[config.mk]
export PLATFORM = sky130hd
export DESIGN_NAME = framed_sample_stream_deframer
export DESIGN_NICKNAME = d
export VERILOG_FILES = /design/src/rtl/fssd_pkg.sv /design/src/rtl/fssd_in_fifo.sv /design/src/rtl/fssd_rem.sv /design/src/rtl/fssd_engine.sv /design/src/rtl/fssd_out_fifo.sv /design/src/rtl/framed_sample_stream_deframer.sv
export VERILOG_INCLUDE_DIRS = /design/src /design/src/rtl
export SDC_FILE = /design/constraint.sdc
export NUM_CORES = 1
export LEC_CHECK = 0
export CAP_MARGIN = 5
export CORE_MARGIN = 10
export CORE_UTILIZATION = 40
export DETAILED_ROUTE_END_ITERATION = 8
export DONT_BUFFER_PORTS = 1
export RECOVER_POWER = 50
export SLEW_MARGIN = 15
export SYNTH_ARGS = -nofsm -noshare
export SYNTH_HDL_FRONTEND = slang
export SYNTH_SLANG_ARGS = --single-unit
[constraint.sdc]
create_clock -name clk -period 9.07 [get_ports clk]
set_input_delay 0.907 -clock clk [delete_from_list [all_inputs] [get_ports clk]]
set_output_delay 0.907 -clock clk [all_outputs]
set_load 0.02 [all_outputs]
[src/rtl/framed_sample_stream_deframer_macros.svh]
// Assertion helpers used by the deframer engine module.
`ifndef FRAMED_SAMPLE_STREAM_DEFRAMER_MACROS_SVH
`define FRAMED_SAMPLE_STREAM_DEFRAMER_MACROS_SVH

// Same-cycle implication, sampled on clk, off while arst_n is low.
`define FSSD_ASSERT_NOW(label, ante, cons, msg) \
	label: assert property (@(posedge clk) disable iff (!arst_n) (ante) |-> (cons)) \
		else $error(msg);

// Next-cycle implication, sampled on clk, off while arst_n is low.
`define FSSD_ASSERT_NEXT(label, ante, cons, msg) \
	label: assert property (@(posedge clk) disable iff (!arst_n) (ante) |=> (cons)) \
		else $error(msg);

`endif

[src/rtl/fssd_pkg.sv]
package fssd_pkg;

	localparam int SYNC_BYTES_MAX = 8;
	localparam int CH_MAX = 32;
	localparam int REM_STEPS = 16;

	localparam int CFG_IDX_W = 4;
	localparam int CFG_COUNT = 8;
	localparam logic [CFG_IDX_W-1:0] CFG_SYNC_WORD  = 4'd0;
	localparam logic [CFG_IDX_W-1:0] CFG_SYNC_LEN   = 4'd1;
	localparam logic [CFG_IDX_W-1:0] CFG_SIZE_MODE  = 4'd2;
	localparam logic [CFG_IDX_W-1:0] CFG_BIG_ENDIAN = 4'd3;
	localparam logic [CFG_IDX_W-1:0] CFG_FIXED_SIZE = 4'd4;
	localparam logic [CFG_IDX_W-1:0] CFG_CHANNELS   = 4'd5;
	localparam logic [CFG_IDX_W-1:0] CFG_FORMAT     = 4'd6;
	localparam logic [CFG_IDX_W-1:0] CFG_CKS_EN     = 4'd7;

	localparam logic [1:0] SIZE_FIXED = 2'd0;
	localparam logic [1:0] SIZE_ONE   = 2'd1;

	localparam logic [1:0] STATUS_OK   = 2'd0;
	localparam logic [1:0] STATUS_CKS  = 2'd1;
	localparam logic [1:0] STATUS_ZERO = 2'd2;
	localparam logic [1:0] STATUS_MULT = 2'd3;

	localparam logic KIND_SAMPLE = 1'b0;
	localparam logic KIND_STATUS = 1'b1;

	typedef struct packed {
		logic        kind;
		logic [63:0] sample_value;
		logic [4:0]  channel;
		logic [15:0] set_index;
		logic        frame_last;
		logic [1:0]  frame_status;
	} result_t;

	typedef struct packed {
		logic       valid;
		logic [7:0] data;
	} in_head_t;

	typedef struct packed {
		logic        start;
		logic [15:0] dividend;
		logic [8:0]  divisor;
	} rem_req_t;

	typedef struct packed {
		logic done;
		logic is_zero;
	} rem_rsp_t;

	// log2 of the sample size in bytes
	function automatic logic [1:0] sample_shift(input logic [2:0] fmt);
		logic [1:0] s;
		case (fmt)
			3'd0, 3'd1: s = 2'd0;
			3'd2, 3'd3: s = 2'd1;
			3'd4, 3'd5, 3'd6: s = 2'd2;
			default: s = 2'd3;
		endcase
		return s;
	endfunction

endpackage

[src/rtl/fssd_in_fifo.sv]
module fssd_in_fifo
	import fssd_pkg::*;
(
	input  logic       clk,
	input  logic       arst_n,
	input  logic       push,
	input  logic [7:0] rx_byte,
	output logic       full,
	output in_head_t   head,
	input  logic       take
);

	logic [7:0] mem_q [4];
	logic [1:0] wptr_q;
	logic [1:0] rptr_q;
	logic [2:0] cnt_q;
	logic       wr;
	logic       rd;

	assign full = (cnt_q == 3'd4);
	assign wr = push && !full;
	assign rd = take && head.valid;
	assign head.valid = (cnt_q != 3'd0);
	assign head.data = mem_q[rptr_q];

	always_ff @(posedge clk or negedge arst_n) begin
		if (!arst_n) begin
			wptr_q <= '0;
			rptr_q <= '0;
			cnt_q  <= '0;
		end else begin
			if (wr) wptr_q <= wptr_q + 2'd1;
			if (rd) rptr_q <= rptr_q + 2'd1;
			cnt_q <= cnt_q + {2'd0, wr} - {2'd0, rd};
		end
	end

	always_ff @(posedge clk) begin
		if (wr) mem_q[wptr_q] <= rx_byte;
	end

endmodule

[src/rtl/fssd_rem.sv]
module fssd_rem
	import fssd_pkg::*;
(
	input  logic     clk,
	input  logic     arst_n,
	input  rem_req_t req,
	output rem_rsp_t rsp
);

	logic        busy_q;
	logic        done_q;
	logic [3:0]  cnt_q;
	logic [8:0]  rem_q;
	logic [15:0] dvd_q;
	logic [8:0]  dvs_q;
	logic [9:0]  trial;
	logic [8:0]  rem_d;

	assign trial = {rem_q, dvd_q[15]};
	assign rem_d = (trial >= {1'b0, dvs_q}) ? 9'(trial - {1'b0, dvs_q}) : trial[8:0];
	assign rsp.done = done_q;
	assign rsp.is_zero = (rem_q == 9'd0);

	always_ff @(posedge clk or negedge arst_n) begin
		if (!arst_n) begin
			busy_q <= 1'b0;
			done_q <= 1'b0;
			cnt_q  <= '0;
		end else begin
			done_q <= 1'b0;
			if (req.start) begin
				busy_q <= 1'b1;
				cnt_q  <= '0;
			end else if (busy_q) begin
				cnt_q <= cnt_q + 4'd1;
				if (cnt_q == 4'(REM_STEPS - 1)) begin
					busy_q <= 1'b0;
					done_q <= 1'b1;
				end
			end
		end
	end

	always_ff @(posedge clk) begin
		if (req.start) begin
			rem_q <= '0;
			dvd_q <= req.dividend;
			dvs_q <= req.divisor;
		end else if (busy_q) begin
			rem_q <= rem_d;
			dvd_q <= {dvd_q[14:0], 1'b0};
		end
	end

endmodule

[src/rtl/fssd_engine.sv]
`include "framed_sample_stream_deframer_macros.svh"

module fssd_engine
	import fssd_pkg::*;
(
	input  logic                 clk,
	input  logic                 arst_n,
	input  logic                 cfg_we,
	input  logic [CFG_IDX_W-1:0] cfg_index,
	input  logic [63:0]          cfg_data,
	input  in_head_t             head,
	output logic                 take,
	input  logic                 out_full,
	output logic                 res_push,
	output result_t              res,
	output rem_req_t             rem_req,
	input  rem_rsp_t             rem_rsp
);

	localparam logic [1:0] ST_FSTART = 2'd0;
	localparam logic [1:0] ST_FCHK   = 2'd1;
	localparam logic [1:0] ST_RUN    = 2'd2;
	localparam logic [1:0] ST_SCHK   = 2'd3;

	logic [63:0] cfg_sync_word_q;
	logic [3:0]  cfg_sync_len_q;
	logic [1:0]  cfg_size_mode_q;
	logic        cfg_be_q;
	logic [15:0] cfg_fixed_q;
	logic [5:0]  cfg_ch_q;
	logic [2:0]  cfg_fmt_q;
	logic        cfg_cks_q;

	logic [1:0]  state_q, state_d;
	logic        fixed_ok_q, fixed_ok_d;

	logic [2:0]  sync_pos_q, sync_pos_d;
	logic        sync_found_q, sync_found_d;
	logic        size_found_q, size_found_d;
	logic [7:0]  first_q, first_d;
	logic        seen_q, seen_d;
	logic [15:0] psize_q, psize_d;
	logic [15:0] pcount_q, pcount_d;
	logic [63:0] asm_q, asm_d;
	logic [2:0]  bpos_q, bpos_d;
	logic [4:0]  chan_q, chan_d;
	logic [15:0] set_q, set_d;
	logic [7:0]  csum_q, csum_d;

	logic        cfg_wr;
	logic [5:0]  eff_ch;
	logic [1:0]  shift;
	logic [3:0]  sbytes;
	logic [8:0]  set_bytes;
	logic [3:0]  sync_len;
	logic [7:0]  want;
	logic        settings_ok;
	logic        sz_ready;
	logic [15:0] sz;
	logic [63:0] asm_next;
	logic [3:0]  bpos_next;
	logic        clr;

	assign cfg_wr = cfg_we && (cfg_index < CFG_IDX_W'(CFG_COUNT));
	assign eff_ch = (cfg_ch_q == 6'd0) ? 6'd1 :
		(cfg_ch_q > 6'(CH_MAX)) ? 6'(CH_MAX) : cfg_ch_q;
	assign shift = sample_shift(cfg_fmt_q);
	assign sbytes = 4'd1 << shift;
	assign set_bytes = 9'(eff_ch) << shift;
	assign sync_len = (cfg_sync_len_q > 4'(SYNC_BYTES_MAX)) ? 4'(SYNC_BYTES_MAX) : cfg_sync_len_q;
	assign want = cfg_sync_word_q[{sync_pos_q, 3'b000} +: 8];
	assign settings_ok = (cfg_sync_len_q != 4'd0) &&
		((cfg_size_mode_q != SIZE_FIXED) || ((cfg_fixed_q != 16'd0) && fixed_ok_q));
	assign asm_next = cfg_be_q ? {asm_q[55:0], head.data} :
		(asm_q | (64'(head.data) << {bpos_q, 3'b000}));
	assign bpos_next = {1'b0, bpos_q} + 4'd1;

	always_comb begin
		state_d      = state_q;
		fixed_ok_d   = fixed_ok_q;
		sync_pos_d   = sync_pos_q;
		sync_found_d = sync_found_q;
		size_found_d = size_found_q;
		first_d      = first_q;
		seen_d       = seen_q;
		psize_d      = psize_q;
		pcount_d     = pcount_q;
		asm_d        = asm_q;
		bpos_d       = bpos_q;
		chan_d       = chan_q;
		set_d        = set_q;
		csum_d       = csum_q;
		take         = 1'b0;
		res_push     = 1'b0;
		res          = '0;
		rem_req      = '0;
		sz_ready     = 1'b0;
		sz           = '0;
		clr          = 1'b0;
		case (state_q)
			ST_FSTART: begin
				rem_req.start    = 1'b1;
				rem_req.dividend = cfg_fixed_q;
				rem_req.divisor  = set_bytes;
				state_d          = ST_FCHK;
			end
			ST_FCHK: begin
				if (rem_rsp.done) begin
					fixed_ok_d = rem_rsp.is_zero;
					state_d    = ST_RUN;
				end
			end
			ST_SCHK: begin
				if (rem_rsp.done) begin
					state_d = ST_RUN;
					if (rem_rsp.is_zero) begin
						size_found_d = 1'b1;
					end else begin
						res_push         = 1'b1;
						res.kind         = KIND_STATUS;
						res.frame_last   = 1'b1;
						res.frame_status = STATUS_MULT;
						clr              = 1'b1;
					end
				end
			end
			ST_RUN: begin
				if (head.valid && !out_full) begin
					take = 1'b1;
					if (settings_ok) begin
						if (!sync_found_q) begin
							if (head.data == want) begin
								if ({1'b0, sync_pos_q} + 4'd1 >= sync_len) begin
									sync_found_d = 1'b1;
									if (cfg_size_mode_q == SIZE_FIXED) begin
										size_found_d = 1'b1;
										psize_d      = cfg_fixed_q;
									end
								end else begin
									sync_pos_d = sync_pos_q + 3'd1;
								end
							end
						end else if (!size_found_q) begin
							if (cfg_size_mode_q == SIZE_ONE) begin
								sz_ready = 1'b1;
								sz       = {8'd0, head.data};
							end else if (!seen_q) begin
								first_d = head.data;
								seen_d  = 1'b1;
							end else begin
								sz_ready = 1'b1;
								sz       = cfg_be_q ? {first_q, head.data} : {head.data, first_q};
								seen_d   = 1'b0;
							end
							if (sz_ready) begin
								if (sz == 16'd0) begin
									res_push         = 1'b1;
									res.kind         = KIND_STATUS;
									res.frame_last   = 1'b1;
									res.frame_status = STATUS_ZERO;
									clr              = 1'b1;
								end else begin
									psize_d          = sz;
									rem_req.start    = 1'b1;
									rem_req.dividend = sz;
									rem_req.divisor  = set_bytes;
									state_d          = ST_SCHK;
								end
							end
						end else if (pcount_q >= psize_q) begin
							res_push         = 1'b1;
							res.kind         = KIND_STATUS;
							res.frame_last   = 1'b1;
							res.frame_status = (csum_q == head.data) ? STATUS_OK : STATUS_CKS;
							clr              = 1'b1;
						end else begin
							csum_d   = csum_q + head.data;
							pcount_d = pcount_q + 16'd1;
							if (bpos_next == sbytes) begin
								res_push         = 1'b1;
								res.kind         = KIND_SAMPLE;
								res.sample_value = asm_next;
								res.channel      = chan_q;
								res.set_index    = set_q;
								res.frame_status = STATUS_OK;
								asm_d            = '0;
								bpos_d           = '0;
								if ({1'b0, chan_q} + 6'd1 >= eff_ch) begin
									chan_d = '0;
									set_d  = set_q + 16'd1;
								end else begin
									chan_d = chan_q + 5'd1;
								end
								if (pcount_d >= psize_q && !cfg_cks_q) begin
									res.frame_last = 1'b1;
									clr            = 1'b1;
								end
							end else begin
								asm_d  = asm_next;
								bpos_d = bpos_next[2:0];
							end
						end
					end
				end
			end
			default: state_d = ST_FSTART;
		endcase
		if (clr) begin
			sync_pos_d   = '0;
			sync_found_d = 1'b0;
			size_found_d = 1'b0;
			first_d      = '0;
			seen_d       = 1'b0;
			psize_d      = '0;
			pcount_d     = '0;
			asm_d        = '0;
			bpos_d       = '0;
			chan_d       = '0;
			set_d        = '0;
			csum_d       = '0;
		end
	end

	always_ff @(posedge clk or negedge arst_n) begin
		if (!arst_n) begin
			cfg_sync_word_q <= 64'hAA;
			cfg_sync_len_q  <= 4'd1;
			cfg_size_mode_q <= SIZE_FIXED;
			cfg_be_q        <= 1'b0;
			cfg_fixed_q     <= 16'd1;
			cfg_ch_q        <= 6'd1;
			cfg_fmt_q       <= 3'd0;
			cfg_cks_q       <= 1'b0;
			state_q         <= ST_FSTART;
			fixed_ok_q      <= 1'b0;
			sync_pos_q      <= '0;
			sync_found_q    <= 1'b0;
			size_found_q    <= 1'b0;
			first_q         <= '0;
			seen_q          <= 1'b0;
			psize_q         <= '0;
			pcount_q        <= '0;
			asm_q           <= '0;
			bpos_q          <= '0;
			chan_q          <= '0;
			set_q           <= '0;
			csum_q          <= '0;
		end else if (cfg_wr) begin
			case (cfg_index)
				CFG_SYNC_WORD:  cfg_sync_word_q <= cfg_data;
				CFG_SYNC_LEN:   cfg_sync_len_q  <= cfg_data[3:0];
				CFG_SIZE_MODE:  cfg_size_mode_q <= cfg_data[1:0];
				CFG_BIG_ENDIAN: cfg_be_q        <= cfg_data[0];
				CFG_FIXED_SIZE: cfg_fixed_q     <= cfg_data[15:0];
				CFG_CHANNELS:   cfg_ch_q        <= cfg_data[5:0];
				CFG_FORMAT:     cfg_fmt_q       <= cfg_data[2:0];
				CFG_CKS_EN:     cfg_cks_q       <= cfg_data[0];
				default: ;
			endcase
			state_q      <= ST_FSTART;
			sync_pos_q   <= '0;
			sync_found_q <= 1'b0;
			size_found_q <= 1'b0;
			first_q      <= '0;
			seen_q       <= 1'b0;
			psize_q      <= '0;
			pcount_q     <= '0;
			asm_q        <= '0;
			bpos_q       <= '0;
			chan_q       <= '0;
			set_q        <= '0;
			csum_q       <= '0;
		end else begin
			state_q      <= state_d;
			fixed_ok_q   <= fixed_ok_d;
			sync_pos_q   <= sync_pos_d;
			sync_found_q <= sync_found_d;
			size_found_q <= size_found_d;
			first_q      <= first_d;
			seen_q       <= seen_d;
			psize_q      <= psize_d;
			pcount_q     <= pcount_d;
			asm_q        <= asm_d;
			bpos_q       <= bpos_d;
			chan_q       <= chan_d;
			set_q        <= set_d;
			csum_q       <= csum_d;
		end
	end

	`FSSD_ASSERT_NOW(a_push_room, res_push, !out_full, "result pushed into a full queue")
	`FSSD_ASSERT_NOW(a_take_run, take, state_q == ST_RUN, "item taken outside run state")
	`FSSD_ASSERT_NOW(a_size_chk, state_q == ST_SCHK, sync_found_q && !size_found_q,
		"size check outside size field")
	`FSSD_ASSERT_NEXT(a_chan_range, 1'b1, {1'b0, chan_q} < eff_ch, "channel beyond count")

endmodule

[src/rtl/fssd_out_fifo.sv]
module fssd_out_fifo
	import fssd_pkg::*;
(
	input  logic    clk,
	input  logic    arst_n,
	input  logic    res_push,
	input  result_t res,
	output logic    out_full,
	output logic    empty,
	input  logic    pop,
	output result_t head
);

	result_t    mem_q [2];
	logic       wptr_q;
	logic       rptr_q;
	logic [1:0] cnt_q;
	logic       wr;
	logic       rd;

	assign out_full = (cnt_q == 2'd2);
	assign empty = (cnt_q == 2'd0);
	assign wr = res_push && !out_full;
	assign rd = pop && !empty;
	assign head = mem_q[rptr_q];

	always_ff @(posedge clk or negedge arst_n) begin
		if (!arst_n) begin
			wptr_q <= 1'b0;
			rptr_q <= 1'b0;
			cnt_q  <= '0;
		end else begin
			if (wr) wptr_q <= !wptr_q;
			if (rd) rptr_q <= !rptr_q;
			cnt_q <= cnt_q + {1'b0, wr} - {1'b0, rd};
		end
	end

	always_ff @(posedge clk) begin
		if (wr) mem_q[wptr_q] <= res;
	end

endmodule

[src/rtl/framed_sample_stream_deframer.sv]
// Sync-word frame deframer with an additive checksum.
// Input channel: rx_byte with push/full, one received byte per item; an item is taken
// at a clock edge with push high and full low. A four-item input queue feeds the framer.
// Result channel: empty/pop; the oldest result sits on kind, sample_value, channel,
// set_index, frame_last and frame_status while empty is low, and leaves on pop.
// Configuration: cfg_we, cfg_index, cfg_data; write only while the block is idle.
// Each accepted write clears the framing state.
// A pushed byte is registered in the input queue and its result in the output queue.
// Throughput: one byte per cycle for sync, checksum and payload bytes while the output
// queue has room. The byte that completes a size field starts the shared 16-step
// remainder unit, which checks the size against channels times sample size; bytes queue
// meanwhile. After reset and after each configuration write the same unit checks the
// fixed payload size; bytes pushed then wait in the input queue.
// Reset restores the register defaults and empties both queues.
// When the receiver stalls, up to two results wait in the output queue, then the
// framer holds and the input queue fills, and full rises.
module framed_sample_stream_deframer
	import fssd_pkg::*;
(
	input  logic                 clk,
	input  logic                 arst_n,
	input  logic                 push,
	output logic                 full,
	input  logic [7:0]           rx_byte,
	output logic                 empty,
	input  logic                 pop,
	output logic                 kind,
	output logic [63:0]          sample_value,
	output logic [4:0]           channel,
	output logic [15:0]          set_index,
	output logic                 frame_last,
	output logic [1:0]           frame_status,
	input  logic                 cfg_we,
	input  logic [CFG_IDX_W-1:0] cfg_index,
	input  logic [63:0]          cfg_data
);

	in_head_t in_head;
	logic     take;
	logic     out_full;
	logic     res_push;
	result_t  res;
	result_t  out_head;
	rem_req_t rem_req;
	rem_rsp_t rem_rsp;

	fssd_in_fifo u_in_fifo (
		.clk     (clk),
		.arst_n  (arst_n),
		.push    (push),
		.rx_byte (rx_byte),
		.full    (full),
		.head    (in_head),
		.take    (take)
	);

	fssd_rem u_rem (
		.clk    (clk),
		.arst_n (arst_n),
		.req    (rem_req),
		.rsp    (rem_rsp)
	);

	fssd_engine u_engine (
		.clk       (clk),
		.arst_n    (arst_n),
		.cfg_we    (cfg_we),
		.cfg_index (cfg_index),
		.cfg_data  (cfg_data),
		.head      (in_head),
		.take      (take),
		.out_full  (out_full),
		.res_push  (res_push),
		.res       (res),
		.rem_req   (rem_req),
		.rem_rsp   (rem_rsp)
	);

	fssd_out_fifo u_out_fifo (
		.clk      (clk),
		.arst_n   (arst_n),
		.res_push (res_push),
		.res      (res),
		.out_full (out_full),
		.empty    (empty),
		.pop      (pop),
		.head     (out_head)
	);

	assign kind         = out_head.kind;
	assign sample_value = out_head.sample_value;
	assign channel      = out_head.channel;
	assign set_index    = out_head.set_index;
	assign frame_last   = out_head.frame_last;
	assign frame_status = out_head.frame_status;

endmodule
-- Word-level counts from Yosys, hierarchy flattened
Memory sizes are Yosys's and may differ from the RTL's.
Cells that the tools add are included.
- output and inout bits: 91
- RAM bits: 210
- memories: 2
- bits in registers: 293
- bits of input ports: 81
- memories (name ; depth ; bits a word ; read ports ; clocked after memory_dff ; wr ports ; line ; source):
    u_out_fifo.mem_q ; 2 ; 89 ; 1 ; 0 ; 1 ; fssd_out_fifo.sv:14 ; result_t mem_q [2];
    u_in_fifo.mem_q ; 4 ; 8 ; 1 ; 0 ; 1 ; fssd_in_fifo.sv:13 ; logic [7:0] mem_q [4];
- shift-type cells: 4
- equal/unequal tests: 47
- reductions and logical operators: 64
- $add $sub $neg: 16
- muxes and demuxes: 201
- $lt $le $gt $ge: 8
- bitwise operators: 2
- operators with widths (kind ; number):
    $mux W16 ; 40
    $mux W64 ; 10
    $mux W89 ; 3
    $mux W85 ; 3
    $mux W26 ; 6
    $mux W8 ; 17
    $mux W88 ; 1
    $mux W3 ; 23
    $mux W1 ; 66
    $or A64 B64 Y64 ; 1
    $shiftx A64 B7 Y8 ; 1
    $shl A8 B6 Y64 ; 1
    $pmux W26 S2 ; 1
    $mux W5 ; 10
    $add A16 B1 Y16 const B ; 2
    $ge A16 B16 Y1 ; 2
    $reduce_bool A3 Y1 ; 9
    $ne A4 B1 Y1 const B ; 6
    $ne A3 B1 Y1 const B ; 7
    $reduce_and A7 Y1 ; 3
    $reduce_bool A4 Y1 ; 5
    $reduce_and A6 Y1 ; 3
    $reduce_and A9 Y1 ; 2
    $eq A4 B3 Y1 const B ; 4
    58 further kinds ; 116

-- Depth between registers and ports, before layout
An unclocked memory read counts as a cell.
- depth in word-level cells: 20
- mapped depth: 19
- gate-level depth less buffers: 16

-- Modules after synthesis
Synthesis repeated with hierarchy kept, for this count alone.
- cells, all modules: 2135
- area total of the unflattened synthesis: 25381.8 µm²
- modules (own cells, without submodules) (module ; cells each ; times used ; seq. area each (µm²) ; area an instance (µm²)):
    fssd_engine ; 1580 ; 1 ; 6064.6 ; 14561.5
    fssd_out_fifo ; 295 ; 1 ; 5445.2 ; 7070.5
    fssd_rem ; 178 ; 1 ; 1081.0 ; 2122.0
    fssd_in_fifo ; 82 ; 1 ; 1136.1 ; 1627.8

-- Worst setup path after synthesis
OpenSTA, ideal clock, no wires.
- path kind: reg2reg
- from: reg u_in_fifo.rptr_q[0]
- to: mem u_out_fifo.mem_q[0][0] (netlist bit) (enable)
- setup time: 0.538 ns
- setup slack: 2.252 ns
- arrival: 6.281 ns
- stages on the path, launching flop included: 10
- data required time: 8.532 ns
- cell sequence: dfrtp_1 buf_6 mux4_2 or4_1 o21ai_1 and4b_2 a41oi_2 a311oi_1 o211ai_1 nor2_1
- word-level cells in the longest chain between the ends: 20
- ends and longest elaborated chain (item ; line ; source):
    from (decl) ; fssd_in_fifo.sv:15 ; logic [1:0] rptr_q;
    from (signal assigned) ; fssd_in_fifo.sv:33 ; if (rd) rptr_q <= rptr_q + 2'd1;
    $mem_v2 Z4 W8 (*) ; n/a ;
    $mux W16 ; fssd_engine.sv:152 ; sz = cfg_be_q ? {first_q, head.data} : {head.data, first_q};
    $mux W16 ; fssd_engine.sv:147 ; end else if (!seen_q) begin
    $mux W16 (*) ; fssd_engine.sv:144 ; if (cfg_size_mode_q == SIZE_ONE) begin
    $mux W16 (*) ; fssd_engine.sv:143 ; end else if (!size_found_q) begin
    $mux W16 (*) ; fssd_engine.sv:131 ; if (!sync_found_q) begin
    $mux W16 (*) ; fssd_engine.sv:130 ; if (settings_ok) begin
    $mux W16 (*) ; fssd_engine.sv:128 ; if (head.valid && !out_full) begin
    [... 4 more ...] ; n/a ;
    $mux W1 (*) ; fssd_engine.sv:143 ;
    $mux W1 (*) ; fssd_engine.sv:131 ;
    $mux W1 (*) ; fssd_engine.sv:130 ;
    $mux W1 (*) ; fssd_engine.sv:128 ;
    $pmux W1 S2 (*) ; fssd_engine.sv:100 ; case (state_q)
    $logic_and A1 B1 Y1 (*) ; fssd_out_fifo.sv:23 ; assign wr = res_push && !out_full;
    $mux W1 (*) ; fssd_out_fifo.sv:40 ; if (wr) mem_q[wptr_q] <= res;
    $mux W1 (not written as such) (*) ; fssd_out_fifo.sv:40 ;
    to (decl) ; fssd_out_fifo.sv:14 ;
Mark *: on every way between the ends. The rest lies on a longest branch, timed or not. The select of a mux whose other input is x is not followed.

==> flow_metrics.tcl <==
set metrics [dict create \
    layout_commonest_cell "dfrtp_1" \
    hpwlAfterDp_um 41700 \
    critPathKind "register to register" \
    avgRoutedWirePerCell_um 20.8 \
    grt-ovfl-total 0 \
    yosys_warnings 0 \
    hold_path.class "input port to async pin" \
    min_period_over_period_pct 67.0 \
    viasPerCell 5.56 \
    ys_async_sr_fraction_pct 51.5 \
    die_area_mm2 0.0724 \
    skew_ns 0.0143 \
    synth_fp_nets 2325 \
    fillerInstances 5692 \
    setup_viol 0 \
    grt_setup_unrepaired "false" \
    syn_to_final_growth_pct 9.47 \
    fin_area_mm2 0.0272 \
    clkTransAtPathRegs_ns 0.06 \
    core_mm2 0.0616 \
    port_buffers 0 \
    clockBufferDepth 3 \
    synth_adder_area_share_pct 3.87 \
    vdd_ir_drop_max_mv 0.179 \
    nets 2273 \
    worstMarginPinSlew_ns 3.35 \
    drt-pass1-iter-count 5 \
    antenna_found_initial 2 \
    r2r-end "u_out_fifo.mem_q[1][30]" \
    dr.first_iter.drc_count 1463 \
    r2r_slack_ns 3.00 \
    final-seq-area_mm2 0.0137 \
    final_cell_mix "dfrtp_1, edfxtp_1, a21oi_1" \
    clock_sinks 503 \
    drv_cap 4 \
    cp_top_family "buffers and inverters" \
    avgSynthCellArea_um2 11.4 \
    fin_crit_ns 6.07 \
    regToRegStartpoint "u_engine.bpos_q[0]" \
    cts_made_buffers 54 \
    synth_ff_type "dfrtp_1" \
    num_rows 91 \
    crit_chain "ha_1 -> xor2_1 -> or3_1 -> a21oi_1 -> o22ai_1 -> clkbuf_1 -> a2111o_2 -> clkbuf_1 -> nor2_1" \
    critPathMaxStageDelay_ns 2.27 \
    clock-root-buffer "clkbuf_16" \
    yosys_register_bits 503 \
    outcome "finished, violations left" \
    wirelength_um 62400 \
    cp.required_ns 9.24 \
    postSynthCellCount 2169 \
    drive_above_1_share_pct 14.9 \
    cp_common_cell "clkbuf_1" \
    crit_buf_inv 2 \
    synth.distinct_cells 80 \
    r2r_cells 9 \
    clkLatencyLatePin_ns 0.60 \
    grt_start_max_net_pins 227 \
    fmax_mhz 165 \
    final.setup.tns_ns 0 \
    final_core_util_pct 44.1 \
    grt_pass1_vias 16400 \
    tritoncts "built" \
    arrival_ns 6.25 \
    grtUsageTotal_pct 16.7 \
    synthMuxAreaShare_pct 11.7 \
    die_y_um 269 \
    synth_edf_count 235 \
    htreeDepth 2 \
    gp_congestion 0.844 \
    grt_pass1_wl_um 97800 \
    start_util_pct 40.3 \
    synth_compound_area_share_pct 10.4 \
    crit_path_end_kind "register" \
    start_kind "register" \
    crit_cells 9 \
    drcViolationCount 0 \
    hold_violations 0 \
    cp-startpoint "u_engine.bpos_q[0]" \
    p_per_area_mw_per_mm2 226 \
    synthesis.area_mm2 0.0248 \
    die_x_um 269 \
    leakage_uw 0.0107 \
    seq_area_frac_synth_pct 55.3 \
    ant_nets 0 \
    placed_area_mm2 0.0255 \
    io_pins 172 \
    cts_setup_buffers 0 \
    crit_slowest_cell "clkbuf_1" \
    synth_top_family_by_area "simple AND/OR/NAND/NOR gates" \
    synth_xor_area_share_pct 2.50 \
    slew_violations 170 \
    multi_input_area_mm2 0.0103 \
    synthSimpleGateAreaFrac_pct 13.1 \
    violations "capacitance limit, slew limit" \
    vias 16700 \
    cp_max_fo 72 \
    slew_headroom_pct -123 \
]
## worst register-to-register path, cell delays in order, from the launching register on
cell      delay, ns
dfrtp_1        0.60
ha_1           0.29
xor2_1         0.24
or3_1          0.14
a21oi_1        0.08
o22ai_1        0.28
clkbuf_1       1.11
a2111o_2       0.21
clkbuf_1       2.27
nor2_1         0.42
## power by group
part | leakage (µW) | internal [µW] | switching (µW)
clock network | 0.000858 | 1290 | 902
logic | 0.00397 | 469 | 694
registers | 0.00583 | 2600 | 187
## Yosys cell counts (34+ instances only)
cell | instances | area share [%]
ha_1 | 72 | 3.6
clkbuf_1 | 86 | 1.3
or3_1 | 54 | 1.4
edfxtp_1 | 235 | 28
dfrtp_1 | 252 | 25
xor2_1 | 50 | 1.8
and2_1 | 34 | 0.86
inv_1 | 48 | 0.73
nand2_1 | 205 | 3.1
nand3_1 | 37 | 0.75
o21ai_0 | 52 | 1.0
mux2_2 | 192 | 8.7
a21oi_1 | 218 | 4.4
nor2_1 | 206 | 3.1
## area by class of cell
type	count	area share (%)
Clock inverter	24	0.819
Multi-Input combinational cell	1486	37.9
Tap cell	837	3.85
Inverter	51	0.704
Timing Repair Buffer	21	0.502
Antenna cell	1	0.00920
Sequential cell	503	50.5
Clock buffer	77	5.67
## routing by layer
metal,vias up,wire [µm],part of all wire [%],GRT usage [%]
met2,519,28300,45,25.9
met1,8346,28300,45,23.2
met4,4,1280,2.1,4.31
li1,7731,-,-,-
met3,90,4450,7.1,3.75
met5,-,27,0.043,0
## timing repair
item	in CTS	in global routing
endpoints found under the hold margin	11	0
hold buffers	3	0
resized for setup	0	0
## state kept, by name, indices dropped and copies added (netlist names), 16 cells and up
name and flops:
u_out_fifo.mem_q 178, u_engine.asm_q 64, u_engine.cfg_sync_word_q 64, u_in_fifo.mem_q 32, u_engine.cfg_fixed_q 16, u_engine.pcount_q 16, u_engine.psize_q 16, u_engine.set_q 16
u_rem.dvd_q 16
## cells by family after synthesis
kind of cell | count (synthesis)
and+or+nand+nor | 684
DFF | 503
AOI/OAI and AO/OA | 417
muxes | 239
buffers and inverters | 180
adders and majority gates | 75
xor gates and xnor gates | 71
## through the flow
step	hold WS, ns	setup WS (ns)	power (µW)	cells
2_1_floorplan	0.445	2.25	3680	2169
3_3_place_gp	0.468	3.60	3940	2895
3_5_place_dp	0.476	3.47	3990	2895
4_1_cts	0.00103	3.42	6210	2999
5_1_grt	0.0199	2.39	6430	2999
6_report	0.0513	3.00	6140	3000
## how the worst max path moves through the flow
stage,to
after global routing,u_out_fifo.mem_q[1][30]
after floorplan,u_out_fifo.mem_q[0][0]
final,u_out_fifo.mem_q[1][30]
after global placement,u_out_fifo.mem_q[1][56]
after detailed placement,u_out_fifo.mem_q[1][56]
after CTS,u_out_fifo.mem_q[1][59]
Power figures use the tool's default switching activity.
